## src/hdl/pcs_pkg.sv

```systemverilog
// shared constants, payload types and controller/datapath command types
// for the streaming correlation block; no dependencies
package pcs_pkg;

  localparam int SAMPLE_W        = 16;
  localparam int RHO_W           = 16;
  localparam int FRAC_W          = 14;
  localparam int MAX_SAMPLES_DEF = 4096;
  localparam int MUL_W           = 64;
  localparam int PROD_W          = 2 * MUL_W;
  localparam int DIV_STEPS       = 2 * FRAC_W + 1;
  localparam int ROOT_W          = FRAC_W + 1;
  localparam int SQRT_STEPS      = ROOT_W;
  localparam int STEP_CNT_W      = $clog2(MUL_W);

  typedef struct packed {
    logic signed [SAMPLE_W-1:0] x_sample;
    logic signed [SAMPLE_W-1:0] y_sample;
    logic                       last_sample;
  } in_payload_t;

  typedef struct packed {
    logic signed [RHO_W-1:0] rho;
    logic                    degenerate;
    logic                    too_many;
  } out_payload_t;

  typedef enum logic [2:0] {
    P_NSXX   = 3'd0,
    P_SXSX   = 3'd1,
    P_NSYY   = 3'd2,
    P_SYSY   = 3'd3,
    P_NSXY   = 3'd4,
    P_SXSY   = 3'd5,
    P_VXVY   = 3'd6,
    P_COVCOV = 3'd7
  } prod_sel_t;

  typedef struct packed {
    logic      acc_en;
    logic      clear;
    logic      mul_load;
    logic      mul_step;
    logic      mul_store;
    prod_sel_t sel;
    logic      div_load;
    logic      div_step;
    logic      sqrt_load;
    logic      sqrt_step;
    logic      out_load;
  } pcs_cmd_t;

  typedef struct packed {
    logic degen;
  } pcs_status_t;

endpackage

```

## src/hdl/pcs_ctrl.sv

```systemverilog
// sequencer for accumulation, product chain, divide, root and result
// hand-off; depends on pcs_pkg
module pcs_ctrl (
  input  logic                 clk,
  input  logic                 rst_n,
  input  logic                 in_valid,
  input  logic                 in_last,
  output logic                 in_ready,
  output logic                 out_valid,
  input  logic                 out_ready,
  input  pcs_pkg::pcs_status_t status,
  output pcs_pkg::pcs_cmd_t    cmd
);

  localparam int CW = pcs_pkg::STEP_CNT_W;

  typedef enum logic [8:0] {
    ST_ACC     = 9'b000000001,
    ST_MUL_LD  = 9'b000000010,
    ST_MUL_RUN = 9'b000000100,
    ST_MUL_ST  = 9'b000001000,
    ST_DIV_LD  = 9'b000010000,
    ST_DIV_RUN = 9'b000100000,
    ST_SQ_LD   = 9'b001000000,
    ST_SQ_RUN  = 9'b010000000,
    ST_FIN     = 9'b100000000
  } state_t;

  state_t             state_r, state_nxt;
  logic [CW-1:0]      cnt_r, cnt_nxt;
  pcs_pkg::prod_sel_t sel_r, sel_nxt;
  logic               out_valid_r, out_valid_nxt;

  always_comb begin
    state_nxt = state_r;
    cnt_nxt   = cnt_r;
    sel_nxt   = sel_r;
    in_ready  = 1'b0;
    cmd       = '0;
    cmd.sel   = sel_r;
    case (state_r)
      ST_ACC: begin
        in_ready = 1'b1;
        if (in_valid) begin
          cmd.acc_en = 1'b1;
          if (in_last) begin
            sel_nxt   = pcs_pkg::P_NSXX;
            state_nxt = ST_MUL_LD;
          end
        end
      end
      ST_MUL_LD: begin
        cmd.mul_load = 1'b1;
        cnt_nxt      = '0;
        state_nxt    = ST_MUL_RUN;
      end
      ST_MUL_RUN: begin
        cmd.mul_step = 1'b1;
        cnt_nxt      = cnt_r + CW'(1);
        if (cnt_r == CW'(pcs_pkg::MUL_W - 1)) begin
          state_nxt = ST_MUL_ST;
        end
      end
      ST_MUL_ST: begin
        cmd.mul_store = 1'b1;
        if (sel_r == pcs_pkg::P_COVCOV) begin
          state_nxt = ST_DIV_LD;
        end else if (sel_r == pcs_pkg::P_SXSY && status.degen) begin
          state_nxt = ST_FIN;
        end else begin
          sel_nxt   = pcs_pkg::prod_sel_t'(sel_r + 3'd1);
          state_nxt = ST_MUL_LD;
        end
      end
      ST_DIV_LD: begin
        cmd.div_load = 1'b1;
        cnt_nxt      = '0;
        state_nxt    = ST_DIV_RUN;
      end
      ST_DIV_RUN: begin
        cmd.div_step = 1'b1;
        cnt_nxt      = cnt_r + CW'(1);
        if (cnt_r == CW'(pcs_pkg::DIV_STEPS - 1)) begin
          state_nxt = ST_SQ_LD;
        end
      end
      ST_SQ_LD: begin
        cmd.sqrt_load = 1'b1;
        cnt_nxt       = '0;
        state_nxt     = ST_SQ_RUN;
      end
      ST_SQ_RUN: begin
        cmd.sqrt_step = 1'b1;
        cnt_nxt       = cnt_r + CW'(1);
        if (cnt_r == CW'(pcs_pkg::SQRT_STEPS - 1)) begin
          state_nxt = ST_FIN;
        end
      end
      ST_FIN: begin
        if (!out_valid_r || out_ready) begin
          cmd.out_load = 1'b1;
          cmd.clear    = 1'b1;
          state_nxt    = ST_ACC;
        end
      end
      default: begin
        state_nxt = ST_ACC;
      end
    endcase
  end

  always_comb begin
    out_valid_nxt = out_valid_r;
    if (cmd.out_load) begin
      out_valid_nxt = 1'b1;
    end else if (out_ready) begin
      out_valid_nxt = 1'b0;
    end
  end

  always_ff @(posedge clk) begin
    if (!rst_n) begin
      state_r     <= ST_ACC;
      cnt_r       <= '0;
      sel_r       <= pcs_pkg::P_NSXX;
      out_valid_r <= 1'b0;
    end else begin
      state_r     <= state_nxt;
      cnt_r       <= cnt_nxt;
      sel_r       <= sel_nxt;
      out_valid_r <= out_valid_nxt;
    end
  end

  assign out_valid = out_valid_r;

endmodule

```

## config.mk

```make
export PLATFORM = sky130hd
export DESIGN_NAME = pcs_ctrl
export DESIGN_NICKNAME = d
export VERILOG_FILES = /design/src/hdl/pcs_pkg.sv /design/src/hdl/pcs_ctrl.sv
export SDC_FILE = /design/constraint.sdc
export NUM_CORES = 1
export LEC_CHECK = 0
export BUFFER_PORTS_ARGS = -buffer_cell sky130_fd_sc_hd__buf_2
export CAP_MARGIN = 0
export CORE_MARGIN = 5
export CORE_UTILIZATION = 50
export DETAILED_ROUTE_END_ITERATION = 7
export MAX_ROUTING_LAYER = met4
export PLACE_DENSITY = 0.81
export SKIP_LAST_GASP = 1
export SLEW_MARGIN = 40
export SYNTH_ARGS = -nofsm -noshare
export SYNTH_HDL_FRONTEND = slang
export SYNTH_SLANG_ARGS = --single-unit
```

## constraint.sdc

```tcl
create_clock -name clk -period 1.76 [get_ports clk]
set_input_delay 0.088 -clock clk [delete_from_list [all_inputs] [get_ports clk]]
set_output_delay 0.088 -clock clk [all_outputs]
set_load 0.1 [all_outputs]
```

==> run summary, run 1 <==
Hold Path Class: in2reg
Starting density of the core: 0.520
CTS sink cnt: 19
Vias per cell: 6.18
Die height: 60.5 um
Placed Cells: 209
Post-synth EDFFs: 0
CP Capture Type: flip-flop
Area after DPL: 1780 um^2
Total die area: 3670 um^2
Register area share after synthesis: 0.298
Final period util: 1.27
Worst setup SP type: flip-flop
GR Util met1: 0.264
Synth top cells by count: nor2_1, dfxtp_1, inv_1
Max Fclk: 0.448 GHz
Mapped Cells: 142
WL per Instance: 21.1 um
#FFs+latches synth: 19
Max VDD drop: 1280 uV
Reg clk slew, reported paths: 110 ps
Yosys warnings: 0
Die Wd: 60.5 um
Hold Vio Cnt, Final: 0
Clock skew: 2.95 ps
Drt pass-1 iters: 4
Core box area: 2450 um^2
Tot Pwr: 2.24 mW
GR met2 Demand/Resource: 0.466
Worst slew pin tran: 530 ps
Fin area: 2150 um^2
Post-route DRC violation count: 0
GP Congestion: 0.955
Diode count: 0
Vias in the first global route: 1420
Run status: finished with violations
Setup slack, reg-to-reg: -470 ps
Synth cell types: 51
P&R area growth vs syn: 68.4%
Static Leakage: 0.891 nW
CTS Buffer Depth: 2
First-pass GRT wire length: 6740 um
Max-cap check violation count: 0
Synth top area share: 0.298
Crit path kind: reg2reg
Util after Layout: 0.876
Violated checks: setup timing
CP arrival: 2440 ps
Overall Global Routing Usage: 0.260
Final wirelength: 4960 um
Synth top area cells: dfxtp_1, ha_1, nor2_1
Async SR Flop Fraction: 0
Post-Synthesis Cell Area: 1280 um^2
Power Dens Cells: 1040 nW/um^2
# H-tree levels: 1
Count leader, synth: nor2_1
Syn nets: 154
Setup ws final: -472 ps
Final nets: 218
Largest net degree at the start of global routing: 11
RSZ-0062 raised after global routing: true
Buffers on Ports: 20
DR vias: 1452
Most used DFF post-synth: dfxtp_1
Rows: 18
Dpl hpwl: 2570 um
Num ports: 21
Gr ovfl total: 0
Worst path required time: 1970 ps
Latest clock arrival within the worst-skew pair: 310 ps
Layout cells sized above 1: 0.580
Root buf cell: clkbuf_4
CTS Buf Count: 3
Worst slew margin: 0.643
Fin cells: 235
Yosys top cell by area: dfxtp_1
Syn Area/Cell: 9.00 um^2
Final Setup Violations: 28
Worst Path Max Fanout: 6
CTS tree: done
Final ANT Viol Nets: 0
GRT busiest layer: met2
Met3 GRT Util: 0.0426
R2R depth: 8
Initial drt markers: 120
Initial antenna violation count: 0
Pins Over Slew Limit: 0
Period minus WS final: 2230 ps
Hold Crit Depth: 2
==> critical path, cell delays in order, from the launching register on <==
cell and delay (ps):
dfxtp_4 390, nor4_4 320, nand2_2 150, or4b_4 530
buf_4 160, buf_6 110, o32ai_4 130, nor2_1 110
o21a_1 220
==> cells in the final DEF (no fill, tap or decap), drive strengths merged, types with 2 or more instances in the layout <==
cell      netlist  routed
mux2i           2       2
and3            3       3
ha              6       6
clkbuf          5       4
nand3           4       4
and2            2       2
dfxtp          19      19
or4             2       2
or4b            3       3
o2111ai         4       4
nor4            4       4
nor2b           2       2
nand2           5       5
clkinvlp        0       4
a311oi          2       2
a31oi           2       2
o21a            5       5
nor2           21      21
buf             4      68
o21ai           7       7
a21boi          2       2
a21oi           2       2
nor3            3       3
inv            11       7
xor2            5       5
xnor2           3       3
==> worst paths after layout <==
path | from | endpoint
max | state_r[4] | sel_r[2]
min | rst_n | sel_r[1]
max reg2reg | state_r[4] | sel_r[2]
min reg2reg | cnt_r[4] | cnt_r[4]
==> sequential cells by signal (all words and copies together), names as in the netlist <==
signal	count
state_r	9
sel_r	3
out_valid	1
cnt_r	6
==> metal layers <==
metal	share of wire	wire [um]	up-vias
li1	-	-	637
met1	0.36	1770	695
met2	0.53	2600	93
met3	0.069	344	27
met4	0.047	233	0
met5	0	0	-
==> power by group <==
group | total (mW) | switching [mW] | internal [mW] | leakage (nW)
sequential | 0.566 | 0.103 | 0.463 | 0.160
clock | 0.233 | 0.144 | 0.0888 | 0.0150
combinational | 1.44 | 0.813 | 0.623 | 0.717
total | 2.24 | 1.06 | 1.17 | 0.891
==> logic make-up after synthesis <==
family,Yosys count,synth area share
compound gates,32,0.214
simple gates,55,0.288
flops,19,0.298
buf+inv,20,0.0715
fa+ha+maj,6,0.0588
mux,2,0.0157
xor+xnor,8,0.0549
==> stage by stage <==
| step | TNS [ps] | hold WS [ps] | setup slack, ps |
|---|---|---|---|
| after global placement | -1820 | 425 | -161 |
| after CTS | -5050 | 93.3 | -407 |
| after global routing | -9890 | 122 | -505 |
| after floorplan | -9480 | 366 | -903 |
| after detailed placement | -2380 | 426 | -181 |
| final | -8390 | 114 | -472 |
==> final cells by class <==
cell class	count	area, um^2
clock buffer	4	26.3
sequential	19	402
inverter	11	56.3
timing repair buffer	68	667
tap	30	37.5
multi-input combinational	103	962
fill	107	304
==> what timing repair did <==
| item | in CTS | in global routing |
|---|---|---|
| setup buffers | 12 | 11 |
| setup endpoints to repair | 27 | 28 |
| gates resized for setup | 28 | 14 |
| pin swaps | 19 | 13 |
| hold buffers | 0 | 0 |
Note: power is estimated with default switching activity, not from simulation.
==> run 2: changes to the inputs <==
--- a/config.mk
+++ b/config.mk
@@ -11,9 +11,10 @@
 export CORE_UTILIZATION = 50
 export DETAILED_ROUTE_END_ITERATION = 7
 export MAX_ROUTING_LAYER = met4
-export PLACE_DENSITY = 0.81
+export PLACE_DENSITY = 0.75
 export SKIP_LAST_GASP = 1
 export SLEW_MARGIN = 40
 export SYNTH_ARGS = -nofsm -noshare
 export SYNTH_HDL_FRONTEND = slang
 export SYNTH_SLANG_ARGS = --single-unit
+export TNS_END_PERCENT = 1
==> run summary, run 2 (synthesis gave the netlist of run 1 again) <==
Worst r2r dst: state_r[4]
Num ports: 21 (unchanged)
Final Setup Violations: 27 (-3.6%)
Fillers: 165 (+54%)
Run status: finished with violations
Worst path required time: 1670 ps (-300 ps)
CTS sink cnt: 19 (unchanged)
Layout cells sized above 1: 0.407 (-0.173)
Hold-fix buffers, CTS: 0 (unchanged)
Critical Path End: cmd[12]
Clock skew: 0.734 ps (-2.22 ps)
CP max stage delay: 520 ps (about the same)
Gr ovfl total: 0 (unchanged)
Core box area: 2450 um^2 (unchanged)
Overall Global Routing Usage: 0.211 (-0.0486)
Worst slew pin tran: 495 ps (-34.9 ps)
Pins Over Slew Limit: 0 (unchanged)
Reg clk slew, reported paths: 100 ps (about the same)
WL per Instance: 15.1 um (-29%)
CP Capture Type: output pin
Latest clock arrival within the worst-skew pair: 300 ps (about the same)
Hold Path Class: in2reg
Vias in the first global route: 1238 (-13%)
Post-route DRC violation count: 0 (unchanged)
Area after DPL: 1730 um^2 (-2.9%)
Violated checks: setup timing
Cells along the critical path: nor4_4, nand2_2, or4b_4, clkinvlp_4, and2_4, buf_12
Diode count: 0 (unchanged)
Max-cap check violation count: 0 (unchanged)
Rows: 18 (unchanged)
Static Leakage: 0.794 nW (-11%)
Hold Vio Cnt, Final: 0 (unchanged)
Drt pass-1 iters: 4 (unchanged)
Fin area: 1820 um^2 (-15%)
Final wirelength: 3300 um (-33%)
Setup ws final: -384 ps (+88.2 ps)
WP depth: 6 (-2)
R2R depth: 8 (unchanged)
Setup slack, reg-to-reg: -280 ps (+190 ps)
CP arrival: 2060 ps (-380 ps)
First-pass GRT wire length: 5590 um (-17%)
Tot Pwr: 1.93 mW (-14%)
Top Family by Delay on Critical Path: simple AND/OR/NAND/NOR gates
RSZ-0062 raised after global routing: true
Placed Cells: 209 (unchanged)
Max VDD drop: 1310 uV (+2.4%)
CTS Buffer Depth: 2 (unchanged)
FF-to-FF Start: state_r[4]
Top flop regs: state_r x9, cnt_r x6, sel_r x3
Max Fclk: 0.466 GHz (+4.1%)
Max stage delay cell, worst path: or4b_4
Critical Path Source: state_r[4]
Crit path kind: reg2out
Starting density of the core: 0.520 (unchanged)
Worst Path Max Fanout: 5 (-1)
Worst setup SP type: flip-flop
Dpl hpwl: 2530 um (-1.6%)
Fin cells: 219 (-6.8%)
Final period util: 1.22 (-0.0501)
Final nets: 202 (-7.3%)
Most common cell after layout, fill and taps aside: buf_4
Initial antenna violation count: 0 (unchanged)
Worst slew margin: 0.672 (+0.0288)
Power Dens Cells: 1060 nW/um^2 (+2.0%)
Largest reg by FF count: state_r
Most frequent cells in the layout: buf_4, nor2_1, dfxtp_1
GP Congestion: 0.926 (-3.0%)
Die Wd: 60.5 um (unchanged)
CTS Buf Count: 3 (unchanged)
Total die area: 3670 um^2 (unchanged)
Final hold slack: 105 ps (-8.58 ps)
CTS tree: done
Buffers on Ports: 20 (unchanged)
Buf/Inv on CP: 2 (unchanged)
Initial drt markers: 40 (-67%)
Root buf cell: clkbuf_4
P&R area growth vs syn: 42.7%
Final ANT Viol Nets: 0 (unchanged)
DR vias: 1239 (-15%)
Period minus WS final: 2140 ps (-88.2 ps)
Max reg flops: 9 (unchanged)
Die height: 60.5 um (unchanged)
Vias per cell: 5.66 (-8.4%)
Largest net degree at the start of global routing: 11 (unchanged)
# H-tree levels: 1 (unchanged)
-- run 2: cell types whose count changed in the layout (fill, tap and decap cells not counted), sizes merged --
cell	delta
inv	+3
clkinvlp	-3
buf	-16
-- run 2: power breakdown --
group | switching (mW) | total (mW) | internal (mW)
clock network | 0.136 | 0.224 | 0.0885
registers | 0.0734 | 0.538 | 0.464
logic | 0.666 | 1.17 | 0.504
-- run 2: worst min path at each step --
stage | start | end | depth (start not counted) | slack, ps
after global placement | rst_n | sel_r[1] | 2 | 430
after CTS | rst_n | sel_r[2] | 2 | 100
after floorplan | out_ready | out_valid | 2 | 360
final | rst_n | sel_r[2] | 2 | 110
after global routing | rst_n | sel_r[2] | 2 | 100
after detailed placement | rst_n | state_r[2] | 2 | 430
-- run 2: stage by stage --
step | TNS (ps) | setup slack (ps) | util
global placement | -2010 | -160 | 0.705
finish | -6950 | -384 | 0.743
floorplan | -13350 | -903 | -
CTS | -5790 | -389 | 0.736
global route | -9590 | -459 | 0.743
detailed placement | -3090 | -220 | 0.705
-- run 2: timing repair --
| item | 4_1_cts | 5_1_grt |
|---|---|---|
| buffers inserted | 5 | 1 |
| gates resized for setup | 8 | 2 |
| pin swaps | 4 | 4 |
| setup endpoints to repair | 26 | 27 |
-- run 2: layout make-up --
cell class	instances	area, um^2	area share
Sequential cell	19	393	0.216
Inverter	11	45.0	0.0247
Timing Repair Buffer	52	509	0.279
Tap cell	30	37.5	0.0206
Multi-Input combinational cell	103	812	0.445
Clock buffer	4	26.3	0.0144
-- run 2: worst reg2reg max path: stages (launching register included) --
cell,delay [ps]
dfxtp_4,380
buf_4,140
buf_4,120
nor4_1,360
nand4b_1,230
a41oi_1,370
nor2_1,120
o211ai_2,130
nor2_1,90
-- run 2: per-layer routing --
layer / track usage / wire length [um] / vias up
li1: - / - / 604
met4: 0.108 / 95 / 0
met5: - / 0 / -
met2: 0.340 / 1650 / 47
met1: 0.253 / 1360 / 575
met3: 0.0362 / 189 / 13
